### config.mk
export PLATFORM = sky130hd
export DESIGN_NAME = fifo_with_heap_sort_reorder
export DESIGN_NICKNAME = d
export VERILOG_FILES = /design/src/rtl/fifohs_pkg.sv /design/src/rtl/fifo_with_heap_sort_reorder.sv
export SDC_FILE = /design/constraint.sdc
export NUM_CORES = 1
export LEC_CHECK = 0
export ABC_AREA = 1
export BUFFER_PORTS_ARGS = -buffer_cell sky130_fd_sc_hd__buf_2
export CORE_MARGIN = 2
export CORE_UTILIZATION = 40
export CTS_CLUSTER_DIAMETER = 30
export DETAILED_ROUTE_END_ITERATION = 12
export SETUP_SLACK_MARGIN = 0.2
export SKIP_LAST_GASP = 1
export SYNTH_ARGS = -nofsm -noshare
export SYNTH_HDL_FRONTEND = slang
export SYNTH_SLANG_ARGS = --single-unit
### constraint.sdc
create_clock -name clock -period 7.65 [get_ports clock]
set_clock_uncertainty 0.2 [all_clocks]
set_input_delay 0.765 -clock clock [delete_from_list [all_inputs] [get_ports clock]]
set_output_delay 0.765 -clock clock [all_outputs]
set_load 0.01 [all_outputs]
### src/rtl/fifohs_pkg.sv
// Package for the FIFO with in-place heap-sort reorder.
// Holds the command and status codes and the value width.
// No dependencies.
package fifohs_pkg;

   localparam int unsigned VALUE_W = 32;

   typedef enum logic [1:0] {
      CMD_ENQ     = 2'd0,
      CMD_DEQ     = 2'd1,
      CMD_REORDER = 2'd2,
      CMD_RSVD    = 2'd3
   } cmd_type;

   typedef enum logic [1:0] {
      ST_OK    = 2'd0,
      ST_EMPTY = 2'd1,
      ST_FULL  = 2'd2,
      ST_RSVD  = 2'd3
   } status_type;

endpackage

### src/rtl/fifo_with_heap_sort_reorder.sv
// Top level: bounded FIFO of signed 32-bit values with a heap-sort reorder command.
// Uses fifohs_pkg for command and status codes.
// Values live in one single-port-read, single-port-write ring memory.
//
// Channel  | Dir | Ports                         | Word contents
// ---------+-----+-------------------------------+----------------------------------------
// request  | in  | req_tvalid/tready/tdata/tuser | tdata: value; tuser: command
// response | out | rsp_tvalid/tready/tdata/tuser | tdata: out_value, occupancy; tuser: status
//
// Enqueue, reorder and a reserved command have their response registered at the accept edge.
// Dequeue issues the memory read at accept and registers its response in S_DEQ once the
// response register is free. After its response, reorder runs a heap sort on the memory:
// each sift level reads the children, compares and writes back; each sift also fetches the
// start node or swaps root and last, and parks the value, all through the single memory read
// port. No request is accepted until it finishes. Reset is synchronous and clears head,
// count and control; the memory has no reset and no clearing pass. A request is taken only
// when the response register is empty or is being drained in the same cycle.
module fifo_with_heap_sort_reorder #(
   parameter int unsigned DEPTH = 16
) (
   input  logic                          clock,
   input  logic                          reset,
   // request: tdata[31:0] value (signed); tuser[1:0] command
   input  logic                          req_tvalid,
   output logic                          req_tready,
   input  logic [31:0]                   req_tdata,
   input  logic [1:0]                    req_tuser,
   // response: tdata[31:0] out_value (signed), tdata[32 +: CW] occupancy, rest zero;
   // tuser[1:0] status
   output logic                          rsp_tvalid,
   input  logic                          rsp_tready,
   output logic [((32 + $clog2(DEPTH + 1) + 7) / 8) * 8 - 1:0] rsp_tdata,
   output logic [1:0]                    rsp_tuser
);

   localparam int unsigned VW      = fifohs_pkg::VALUE_W;
   localparam int unsigned AW      = $clog2(DEPTH);
   localparam int unsigned CW      = $clog2(DEPTH + 1);
   localparam int unsigned OW      = CW + 1;           // heap offsets incl. child indexes
   localparam logic [CW-1:0] CNT_MAX = CW'(DEPTH);
   localparam logic [AW:0]   DEPTH_A = (AW + 1)'(DEPTH);

   typedef enum logic [3:0] {
      S_IDLE,
      S_DEQ,      // dequeue read data arriving
      S_NODE,     // read sift start node
      S_LC,       // node data arriving, read left child
      S_RC,       // left child arriving, read right child
      S_CMP,      // pick smallest, move it up, descend
      S_FIN,      // park sifted value at its final node
      S_SW0,      // read root
      S_SW1,      // root arriving, read last
      S_SW2       // swap root and last, start sift from root
   } state_type;

   // ring memory
   logic [VW-1:0] ring_store_ff [DEPTH];
   logic [VW-1:0] rd_data_ff;
   logic          rd_en;
   logic [AW-1:0] rd_addr;
   logic          wr_en;
   logic [AW-1:0] wr_addr;
   logic [VW-1:0] wr_data;

   // control and response registers
   state_type              state_ff, state_in;
   logic [AW-1:0]          head_ff, head_in;
   logic [CW-1:0]          count_ff, count_in;
   logic                   rsp_valid_ff, rsp_valid_in;
   logic [VW-1:0]          rsp_value_ff, rsp_value_in;
   fifohs_pkg::status_type rsp_status_ff, rsp_status_in;
   logic [CW-1:0]          rsp_occ_ff, rsp_occ_in;

   // heap sort sequencer
   logic          build_ff, build_in;    // 1: heap build phase, 0: extraction phase
   logic [OW-1:0] start_ff, start_in;    // current build start node
   logic [OW-1:0] k_ff, k_in;            // extraction position
   logic [OW-1:0] len_ff, len_in;        // heap length for the running sift
   logic [OW-1:0] node_ff, node_in;      // node holding the sifted value
   logic [OW-1:0] pick_ff, pick_in;      // smaller of node and left child
   logic          rc_ok_ff, rc_ok_in;
   logic [VW-1:0] cur_ff, cur_in;        // value being sifted down
   logic [VW-1:0] best_ff, best_in;

   logic                req_acc;
   fifohs_pkg::cmd_type req_cmd;
   logic          sift_done;
   logic          child_go;
   logic [OW-1:0] child_node;
   logic [OW-1:0] child_lc;
   logic [OW-1:0] lc;
   logic [OW-1:0] rc;
   logic          sel_rc;
   logic [VW-1:0] sel_val;
   logic [OW-1:0] sel_node;

   // heap offset -> memory slot, offset is always below DEPTH here
   function automatic logic [AW-1:0] slot_of(input logic [AW-1:0] head,
                                             input logic [OW-1:0] off);
      logic [AW:0] sum;
      sum = {1'b0, head} + {1'b0, off[AW-1:0]};
      if (sum >= DEPTH_A) begin
         sum = sum - DEPTH_A;
      end
      return sum[AW-1:0];
   endfunction

   assign req_tready = (state_ff == S_IDLE) && (!rsp_valid_ff || rsp_tready);
   assign req_acc    = req_tvalid && req_tready;
   assign req_cmd    = fifohs_pkg::cmd_type'(req_tuser);

   assign lc       = (node_ff << 1) + OW'(1);
   assign rc       = (node_ff << 1) + OW'(2);
   assign sel_rc   = rc_ok_ff && ($signed(rd_data_ff) < $signed(best_ff));
   assign sel_val  = sel_rc ? rd_data_ff : best_ff;
   assign sel_node = sel_rc ? rc : pick_ff;
   assign child_lc = (child_node << 1) + OW'(1);

   always_comb begin
      state_in      = state_ff;
      head_in       = head_ff;
      count_in      = count_ff;
      rsp_valid_in  = rsp_valid_ff && !rsp_tready;
      rsp_value_in  = rsp_value_ff;
      rsp_status_in = rsp_status_ff;
      rsp_occ_in    = rsp_occ_ff;
      build_in      = build_ff;
      start_in      = start_ff;
      k_in          = k_ff;
      len_in        = len_ff;
      node_in       = node_ff;
      pick_in       = pick_ff;
      rc_ok_in      = rc_ok_ff;
      cur_in        = cur_ff;
      best_in       = best_ff;
      rd_en         = 1'b0;
      rd_addr       = head_ff;
      wr_en         = 1'b0;
      wr_addr       = slot_of(head_ff, node_ff);
      wr_data       = cur_ff;
      sift_done     = 1'b0;
      child_go      = 1'b0;
      child_node    = node_ff;

      case (state_ff)
         S_IDLE: begin
            if (req_acc) begin
               rsp_valid_in  = 1'b1;
               rsp_value_in  = '0;
               rsp_status_in = fifohs_pkg::ST_OK;
               rsp_occ_in    = count_ff;
               case (req_cmd)
                  fifohs_pkg::CMD_ENQ: begin
                     if (count_ff == CNT_MAX) begin
                        rsp_status_in = fifohs_pkg::ST_FULL;
                     end else begin
                        wr_en      = 1'b1;
                        wr_addr    = slot_of(head_ff, OW'(count_ff));
                        wr_data    = req_tdata;
                        count_in   = count_ff + CW'(1);
                        rsp_occ_in = count_ff + CW'(1);
                     end
                  end
                  fifohs_pkg::CMD_DEQ: begin
                     if (count_ff == '0) begin
                        rsp_status_in = fifohs_pkg::ST_EMPTY;
                     end else begin
                        // response waits for the memory read
                        rsp_valid_in = 1'b0;
                        rd_en        = 1'b1;
                        rd_addr      = head_ff;
                        head_in      = slot_of(head_ff, OW'(1));
                        count_in     = count_ff - CW'(1);
                        state_in     = S_DEQ;
                     end
                  end
                  fifohs_pkg::CMD_REORDER: begin
                     if (count_ff >= CW'(2)) begin
                        build_in = 1'b1;
                        len_in   = OW'(count_ff);
                        start_in = OW'(count_ff >> 1) - OW'(1);
                        node_in  = OW'(count_ff >> 1) - OW'(1);
                        state_in = S_NODE;
                     end
                  end
                  default: begin
                  end
               endcase
            end
         end
         S_DEQ: begin
            if (!rsp_valid_ff || rsp_tready) begin
               rsp_valid_in  = 1'b1;
               rsp_value_in  = rd_data_ff;
               rsp_status_in = fifohs_pkg::ST_OK;
               rsp_occ_in    = count_ff;
               state_in      = S_IDLE;
            end
         end
         S_NODE: begin
            rd_en    = 1'b1;
            rd_addr  = slot_of(head_ff, node_ff);
            state_in = S_LC;
         end
         S_LC: begin
            cur_in   = rd_data_ff;
            child_go = 1'b1;
         end
         S_RC: begin
            if ($signed(rd_data_ff) < $signed(cur_ff)) begin
               best_in = rd_data_ff;
               pick_in = lc;
            end else begin
               best_in = cur_ff;
               pick_in = node_ff;
            end
            rc_ok_in = rc < len_ff;
            if (rc < len_ff) begin
               rd_en   = 1'b1;
               rd_addr = slot_of(head_ff, rc);
            end
            state_in = S_CMP;
         end
         S_CMP: begin
            wr_en = 1'b1;
            if (sel_node == node_ff) begin
               sift_done = 1'b1;
            end else begin
               // smaller child moves up, sifted value descends
               wr_data    = sel_val;
               node_in    = sel_node;
               child_node = sel_node;
               child_go   = 1'b1;
            end
         end
         S_FIN: begin
            wr_en     = 1'b1;
            sift_done = 1'b1;
         end
         S_SW0: begin
            rd_en    = 1'b1;
            rd_addr  = slot_of(head_ff, '0);
            state_in = S_SW1;
         end
         S_SW1: begin
            cur_in   = rd_data_ff;
            rd_en    = 1'b1;
            rd_addr  = slot_of(head_ff, k_ff);
            state_in = S_SW2;
         end
         S_SW2: begin
            // old root goes to position k, old last value sifts from the root
            wr_en      = 1'b1;
            wr_addr    = slot_of(head_ff, k_ff);
            wr_data    = cur_ff;
            cur_in     = rd_data_ff;
            node_in    = '0;
            len_in     = k_ff;
            child_node = '0;
            child_go   = 1'b1;
         end
         default: begin
            state_in = S_IDLE;
         end
      endcase

      if (child_go) begin
         if (child_lc < len_in) begin
            rd_en    = 1'b1;
            rd_addr  = slot_of(head_ff, child_lc);
            state_in = S_RC;
         end else begin
            state_in = S_FIN;
         end
      end

      if (sift_done) begin
         if (build_ff) begin
            if (start_ff != '0) begin
               start_in = start_ff - OW'(1);
               node_in  = start_ff - OW'(1);
               state_in = S_NODE;
            end else begin
               build_in = 1'b0;
               k_in     = len_ff - OW'(1);
               state_in = S_SW0;
            end
         end else if (k_ff > OW'(1)) begin
            k_in     = k_ff - OW'(1);
            state_in = S_SW0;
         end else begin
            state_in = S_IDLE;
         end
      end
   end

   always_ff @(posedge clock) begin
      if (wr_en) begin
         ring_store_ff[wr_addr] <= wr_data;
      end
      if (rd_en) begin
         rd_data_ff <= ring_store_ff[rd_addr];
      end
   end

   always_ff @(posedge clock) begin
      if (reset) begin
         state_ff     <= S_IDLE;
         head_ff      <= '0;
         count_ff     <= '0;
         rsp_valid_ff <= 1'b0;
         build_ff     <= 1'b0;
      end else begin
         state_ff     <= state_in;
         head_ff      <= head_in;
         count_ff     <= count_in;
         rsp_valid_ff <= rsp_valid_in;
         build_ff     <= build_in;
      end
      rsp_value_ff  <= rsp_value_in;
      rsp_status_ff <= rsp_status_in;
      rsp_occ_ff    <= rsp_occ_in;
      start_ff      <= start_in;
      k_ff          <= k_in;
      len_ff        <= len_in;
      node_ff       <= node_in;
      pick_ff       <= pick_in;
      rc_ok_ff      <= rc_ok_in;
      cur_ff        <= cur_in;
      best_ff       <= best_in;
   end

   assign rsp_tvalid = rsp_valid_ff;
   assign rsp_tuser  = rsp_status_ff;

   always_comb begin
      rsp_tdata            = '0;
      rsp_tdata[VW-1:0]    = rsp_value_ff;
      rsp_tdata[VW +: CW]  = rsp_occ_ff;
   end

`ifndef SYNTHESIS
   a_count_range: assert property (@(posedge clock) disable iff (reset)
      count_ff <= CNT_MAX)
      else $error("entry count above depth");

   a_head_range: assert property (@(posedge clock) disable iff (reset)
      head_ff < DEPTH_A[AW-1:0] || DEPTH_A[AW])
      else $error("head slot out of range");

   a_busy_holds: assert property (@(posedge clock) disable iff (reset)
      (state_ff != S_IDLE) |=> $stable(count_ff) && $stable(head_ff))
      else $error("queue pointers moved while busy");

   a_deq_count: assert property (@(posedge clock) disable iff (reset)
      (req_acc && req_cmd == fifohs_pkg::CMD_DEQ && count_ff != '0)
      |=> count_ff == $past(count_ff) - CW'(1) && state_ff == S_DEQ)
      else $error("dequeue did not pop one entry");
`endif

endmodule
==> metrics.log, run 1 <==
[metrics] post-DR vias/cell: 5.32
[metrics] WS Path Type: flip-flop to flip-flop
[metrics] final count of pins violating max slew: 0
[metrics] combined global-route utilization of all metal layers: 22.8%
[metrics] Avg Synthesized Cell Area: 9.82 sq um
[metrics] hold-fix buffers at CTS: 0
[metrics] initial DRC count: 2,532
[metrics] Bufs on Longest Clock Path: 3
[metrics] Warnings, synthesis: 0
[metrics] max-cap violations: 0
[metrics] site row count: 106
[metrics] Min Clock Period, post-route: 6.14 ns
[metrics] via count of the first global-routing pass: 24.4k
[metrics] Fin. Hold Viols: 0
[metrics] share of synthesized registers carrying an async set or reset: 0%
[metrics] total negative setup slack: 0 ns
[metrics] Wirelength per Cell: 20.6 um
[metrics] Distinct cells, synth: 55
[metrics] Core ar.: 83,800 sq um
[metrics] Initial DRT Pass Iterations: 6
[metrics] Post-route DRC: 0
[metrics] Data arrival, critical path: 6.40 ns
[metrics] leakage power figure: 16.7 nW
[metrics] most frequent cell on the critical path: sky130_fd_sc_hd__nand2_1
[metrics] number of stages on the worst hold path: 2
[metrics] CTS sink count: 693
[metrics] pwr/cell area: 304 nW/um^2
[metrics] pre-CTS setup slack: 1.62 ns
[metrics] antenna violation net count after detailed routing: 0
[metrics] buffers inserted during post-CTS setup optimization: 0
[metrics] clock root buffer: sky130_fd_sc_hd__clkbuf_16
[metrics] number of buffers created by CTS: 141
[metrics] setup repair after global routing missed its margin: false
[metrics] detailed-route via count: 25.6k
[metrics] routability congestion estimate: 0.903
[metrics] PnR worst setup slack: 1.51 ns
[metrics] peak supply drop: 0.178 mV
[metrics] number of enable-type register cells in the synthesized netlist: 661
[metrics] Worst Max-Slew Pin Slew: 1.30 ns
[metrics] relative max-transition margin: 12.8%
[metrics] clock tree from TritonCTS: yes
[metrics] Tcrit/Tclk final: 80.3%
[metrics] R2R cell count: 29
[metrics] Main synth FF type: sky130_fd_sc_hd__edfxtp_1
[metrics] largest fanout on the critical path: 73
[metrics] status: finished, final reports clean
[metrics] CTS H-Tree Depth: 4
[metrics] synthesized area: 33,900 sq um
[metrics] Clk Latency, worst-skew pair: 0.73 ns
[metrics] maximum single-stage delay on the critical path: 0.52 ns
[metrics] wire length of the first global-routing pass: 150 mm
[metrics] area growth from synthesis to final layout: 19.3%
[metrics] overall routed net length: 99.0 mm
[metrics] count of cells resized by post-cts repair: 0
[metrics] Setup violations, final: 0
[metrics] data required time of the worst path: 7.90 ns
[metrics] flip-flop and latch count after synthesis: 693
[metrics] critical path capture point type: flip-flop
[metrics] Detail Placement HPWL: 58.1 mm
[metrics] Die Span Y: 295 um
[metrics] antenna violations before repair: 1
[metrics] overflow left after global routing: 0
[metrics] clock transition at the registers of the reported paths: 0.04 ns
[metrics] startpoint kind of the worst setup timing path: flip-flop
[metrics] worst min-delay path class: input pin to flip-flop
[metrics] pin count of the biggest net entering global routing: 139
[metrics] share of the yosys chip area belonging to registers: 60.4%
[metrics] number of port buffers: 78
[metrics] maximum frequency from static timing analysis: 163 MHz
[metrics] starting density of the core: 40.5%
[metrics] I/O pins: 82
[metrics] width of the die: 295 um
[metrics] slowest CP cell: sky130_fd_sc_hd__edfxtp_1
[metrics] cell count after synthesis: 3,456
[metrics] fraction of final layout cells with drive strength greater than 1: 12.2%
[metrics] n_diodes: 0
[metrics] Die Outline Area: 87,200 sq um
[metrics] number of nets in the layout: 3,700
-- stage by stage --
step	std cells	hold WS [ns]	util (%)	cell area (sq um)	total power [mW]
finish	4806	0.120	48.3	40500	12.3
global route	4806	0.133	48.3	40500	12.8
global placement	4553	0.327	42.6	35700	6.20
detailed placement	4553	0.332	42.6	35700	6.22
floorplan	3458	0.249	-	34000	5.63
CTS	4806	0.0789	48.3	40500	12.4
-- worst paths after layout --
| check | start | endpoint | slack (ns) |
|---|---|---|---|
| setup / recovery | rd_data_ff[5]$_DFFE_PP_ | rd_data_ff[27]$_DFFE_PP_ | 1.51 |
| hold / removal | reset | rsp_tvalid$_SDFF_PP0_ | 0.12 |
| setup reg to reg | rd_data_ff[5]$_DFFE_PP_ | rd_data_ff[27]$_DFFE_PP_ | 1.51 |
| hold reg to reg | len_ff[5]$_DFF_P_ | len_ff[5]$_DFF_P_ | 0.34 |
-- sequential cells by signal, indices dropped and copies added, names as in the netlist, 2 cells and up --
signal / flops
ring_store_ff: 512
best_ff: 32
cur_ff: 32
rd_data_ff: 32
rsp_value_ff: 32
k_ff: 6
len_ff: 6
node_ff: 6
pick_ff: 6
start_ff: 6
count_ff: 5
rsp_occ_ff: 5
head_ff: 4
state_ff: 4
rsp_tuser: 2
-- cells in the final DEF (no fill, tap or decap), drive strengths merged, types with 35 or more instances in the layout --
cell type,instances
nand2,769
edfxtp,661
ha,95
nand3,611
buf,151
clkbuf,162
a21oi,80
clkinv,55
nor2,159
o21ai,172
inv,479
a31oi,35
-- cell usage after synthesis, types with 5 or more instances --
master                       n  area share [%]
sky130_fd_sc_hd__nand2_1   760             8.4
sky130_fd_sc_hd__edfxtp_1  661              58
sky130_fd_sc_hd__nand3_1   607             8.9
sky130_fd_sc_hd__inv_1     456             5.0
sky130_fd_sc_hd__o21ai_0   168             2.5
sky130_fd_sc_hd__nor2_1    153             1.7
sky130_fd_sc_hd__ha_1       95             3.5
sky130_fd_sc_hd__a21oi_1    78             1.2
sky130_fd_sc_hd__buf_2      75             1.1
sky130_fd_sc_hd__clkbuf_1   58            0.64
sky130_fd_sc_hd__a31oi_1    35            0.65
sky130_fd_sc_hd__o211ai_1   33            0.73
sky130_fd_sc_hd__dfxtp_1    32             1.9
sky130_fd_sc_hd__nor4_1     31            0.57
sky130_fd_sc_hd__buf_1      22            0.24
sky130_fd_sc_hd__buf_4      21            0.46
sky130_fd_sc_hd__xor2_1     21            0.54
sky130_fd_sc_hd__nor3_1     20            0.29
sky130_fd_sc_hd__buf_6      13            0.43
sky130_fd_sc_hd__inv_2      12            0.13
sky130_fd_sc_hd__nand4_1    12            0.22
sky130_fd_sc_hd__o22ai_1    10            0.18
sky130_fd_sc_hd__xnor2_1     9            0.23
sky130_fd_sc_hd__nand2_2     6            0.11
sky130_fd_sc_hd__fa_1        5            0.29
sky130_fd_sc_hd__o21a_1      5            0.11
-- cell families after synthesis --
family,count (synthesis),synth area share (%)
adders and majority gates,100,3.80
xor gates and xnor gates,30,0.774
other,1,0.0110
AOI/OAI and AO/OA,365,6.19
DFF,693,60.4
and+or+nand+nor,1607,20.7
muxes,1,0.0295
buffers and inverters,659,8.12
-- critical path: cells and delay by family, from the launching register on --
family | cells | cell delay, ns
and+or+nand+nor | 21 | 2.74
buffers and inverters | 1 | 0.51
adders and majority gates | 2 | 0.69
AOI/OAI and AO/OA | 5 | 1.13
DFF | 1 | 0.52
-- cell type report --
class | count | area (sq um)
Tap cell | 1134 | 1420
Sequential cell | 693 | 20500
Clock inverter | 91 | 1140
Clock buffer | 162 | 3670
Inverter | 469 | 1760
Multi-Input combinational cell | 2106 | 11000
Fill cell | 7671 | 43300
Timing Repair Buffer | 151 | 1010
-- routing by layer --
metal  GRT usage (%)  share of wire, %
met1            31.7                44
met2            36.2                46
met3            3.71               7.2
met4            7.75               2.6
met5               0                 0
-- where the power goes --
| group | switching, mW | internal (mW) | total [mW] | leakage [nW] |
|---|---|---|---|---|
| sequential | 0.107 | 4.46 | 4.57 | 6.26 |
| clock | 2.10 | 4.04 | 6.13 | 2.32 |
| combinational | 1.16 | 0.456 | 1.61 | 8.14 |
Note: power is estimated with default switching activity, not from simulation.
==> run 2: changes to the inputs <==
- clock period: 7.65 -> 5.6 ns (I/O delays scaled with it)
==> metrics.log, run 2 (synthesis gave the netlist of run 1 again) <==
[metrics] status: finished, final reports clean
[metrics] worst hold margin: 0.139 ns (+0.0188 ns)
[metrics] pin count of the biggest net entering global routing: 148 (+6.5%)
[metrics] clock transition at the registers of the reported paths: 0.05 ns (about the same)
[metrics] total negative setup slack: 0 ns (unchanged)
[metrics] kind of cell adding the most delay to the critical path: simple AND/OR/NAND/NOR gates
[metrics] via count of the first global-routing pass: 24.3k (-0.16%)
[metrics] number of port buffers: 78 (unchanged)
[metrics] max FFs per register: 512 (unchanged)
[metrics] post-DR vias/cell: 5.33 (+0.19%)
[metrics] WS Path Type: flip-flop to flip-flop
[metrics] Tcrit/Tclk final: 92.0% (+12 points)
[metrics] setup repair after global routing missed its margin: false
[metrics] Post-route DRC: 0 (unchanged)
[metrics] Wirelength per Cell: 20.8 um (+0.78%)
[metrics] Core ar.: 83,800 sq um (unchanged)
[metrics] data required time of the worst path: 5.82 ns (-2.08 ns)
[metrics] overall routed net length: 101 mm (+2.5%)
[metrics] leakage power figure: 17.3 nW (+3.6%)
[metrics] pre-CTS setup slack: 0.290 ns (-1.33 ns)
[metrics] PnR worst setup slack: 0.450 ns (-1.06 ns)
[metrics] largest register by flop count: ring_store_ff
[metrics] end-of-flow core utilization: 49.5% (+1.2 points)
[metrics] clock tree from TritonCTS: yes
[metrics] overflow left after global routing: 0 (unchanged)
[metrics] Initial DRT Pass Iterations: 6 (unchanged)
[metrics] leading cell type in the layout, fill and taps excluded: sky130_fd_sc_hd__nand2_1
[metrics] CTS H-Tree Depth: 4 (unchanged)
[metrics] antenna violations before repair: 2 (+1)
[metrics] number of buffers created by CTS: 141 (unchanged)
[metrics] fill cell count: 7,547 (-1.6%)
[metrics] maximum single-stage delay on the critical path: 0.61 ns (+0.09 ns)
[metrics] relative max-transition margin: 42.4% (+30 points)
[metrics] CTS sink count: 693 (unchanged)
[metrics] startpoint kind of the worst setup timing path: flip-flop
[metrics] critical path capture point type: flip-flop
[metrics] Worst Max-Slew Pin Slew: 0.862 ns (-0.440 ns)
[metrics] max-cap violations: 0 (unchanged)
[metrics] wire length of the first global-routing pass: 150 mm (about the same)
[metrics] Min Clock Period, post-route: 5.15 ns (-0.991 ns)
[metrics] peak supply drop: 0.294 mV (+65%)
[metrics] fraction of final layout cells with drive strength greater than 1: 13.7% (+1.5 points)
[metrics] detailed-route via count: 26.0k (+1.9%)
[metrics] pwr/cell area: 410 nW/um^2 (+35%)
[metrics] largest fanout on the critical path: 20 (-73%)
[metrics] Bufs on Longest Clock Path: 3 (unchanged)
[metrics] final count of pins violating max slew: 0 (unchanged)
[metrics] width of the die: 295 um (unchanged)
[metrics] FF/Latch Area: 20,500 sq um (unchanged)
[metrics] Post-Layout Cell Count: 4,890 (+1.7%)
[metrics] cell area after layout: 41,500 sq um (+2.5%)
[metrics] cell area after placement: 36,300 sq um (+1.7%)
[metrics] number of instances in the placed design: 4,614 (+1.3%)
[metrics] Die Outline Area: 87,200 sq um (unchanged)
[metrics] Die Span Y: 295 um (unchanged)
[metrics] area growth from synthesis to final layout: 22.3%
[metrics] I/O pins: 82 (unchanged)
[metrics] overall power consumption: 17.0 mW (+38%)
[metrics] site row count: 106 (unchanged)
[metrics] Fin. Hold Viols: 0 (unchanged)
[metrics] clock root buffer: sky130_fd_sc_hd__clkbuf_16
[metrics] Detail Placement HPWL: 58.7 mm (+1.0%)
[metrics] worst min-delay path class: input pin to flip-flop
[metrics] initial DRC count: 2,770 (+9.4%)
[metrics] number of nets in the layout: 3,784 (+2.3%)
[metrics] Setup violations, final: 0 (unchanged)
[metrics] maximum frequency from static timing analysis: 194 MHz (+19%)
[metrics] slowest CP cell: sky130_fd_sc_hd__edfxtp_1
[metrics] routability congestion estimate: 0.910 (+0.74%)
[metrics] combined global-route utilization of all metal layers: 22.9% (+0.11 points)
[metrics] footprint of the multi-input gates: 11,000 sq um (-0.32%)
[metrics] buffer and inverter count on the worst path: 3 (+2)
[metrics] Data arrival, critical path: 5.37 ns (-1.03 ns)
[metrics] starting density of the core: 40.5% (unchanged)
[metrics] Clk Latency, worst-skew pair: 0.73 ns (about the same)
[metrics] most frequent cell on the critical path: sky130_fd_sc_hd__nand2_1
[metrics] antenna violation net count after detailed routing: 0 (unchanged)
[metrics] commonest non-fill, non-tap cells in the layout: sky130_fd_sc_hd__nand2_1 (753), sky130_fd_sc_hd__edfxtp_1 (661), sky130_fd_sc_hd__nand3_1 (607)
[run 2: cell types whose count changed in the layout (fill, tap and decap cells not counted), sizes merged]
cell         delta
bufinv          +5
diode           +2
nand2           +2
dlygate4sd3     +3
buf            +74
clkinvlp        -2
[run 2: layer usage]
layer,global-route usage (%),vias up,wire length (um)
met3,3.77,189,7890
met4,7.69,0,2480
met1,31.7,12500,44000
met5,0,-,0
met2,36.6,1108,47200
li1,-,12200,-
[run 2: repair_timing]
action | in CTS | in global routing
setup buffers | 0 | 13
hold buffers | 3 | 0
gates resized for setup | 0 | 12
endpoints found under the hold margin | 6 | 0
endpoints found under the setup margin | 0 | 29
[run 2: worst min-delay path: cells and delay by family]
family          cells  cell delay, ns
compound gates      1            0.12
buf+inv             1            0.11
simple gates        2            0.21
[run 2: final cells by class]
cell class | count | area share [%]
Antenna cell | 2 | 0.0121
Clock buffer | 157 | 8.69
Clock inverter | 94 | 2.99
Inverter | 469 | 4.25
Multi-Input combinational cell | 2108 | 26.4
Sequential cell | 693 | 49.3
Tap cell | 1134 | 3.42
Timing Repair Buffer | 233 | 4.89
[run 2: path summary, 6_finish.rpt]
path,depth (start not counted),endpoint,startpoint,slack [ns]
setup / recovery,33,rd_data_ff[25]$_DFFE_PP_,rd_data_ff[6]$_DFFE_PP_,0.45
hold / removal,4,count_ff[4]$_SDFFE_PP0P_,req_tvalid,0.14
setup reg to reg,33,rd_data_ff[25]$_DFFE_PP_,rd_data_ff[6]$_DFFE_PP_,0.45
hold reg to reg,2,count_ff[2]$_SDFFE_PP0P_,count_ff[2]$_SDFFE_PP0P_,0.36
[run 2: power by group]
| part | leakage [nW] | switching [mW] | internal, mW |
|---|---|---|---|
| registers | 6.26 | 0.137 | 6.09 |
| clock network | 2.35 | 2.80 | 5.67 |
| logic | 8.70 | 1.61 | 0.719 |
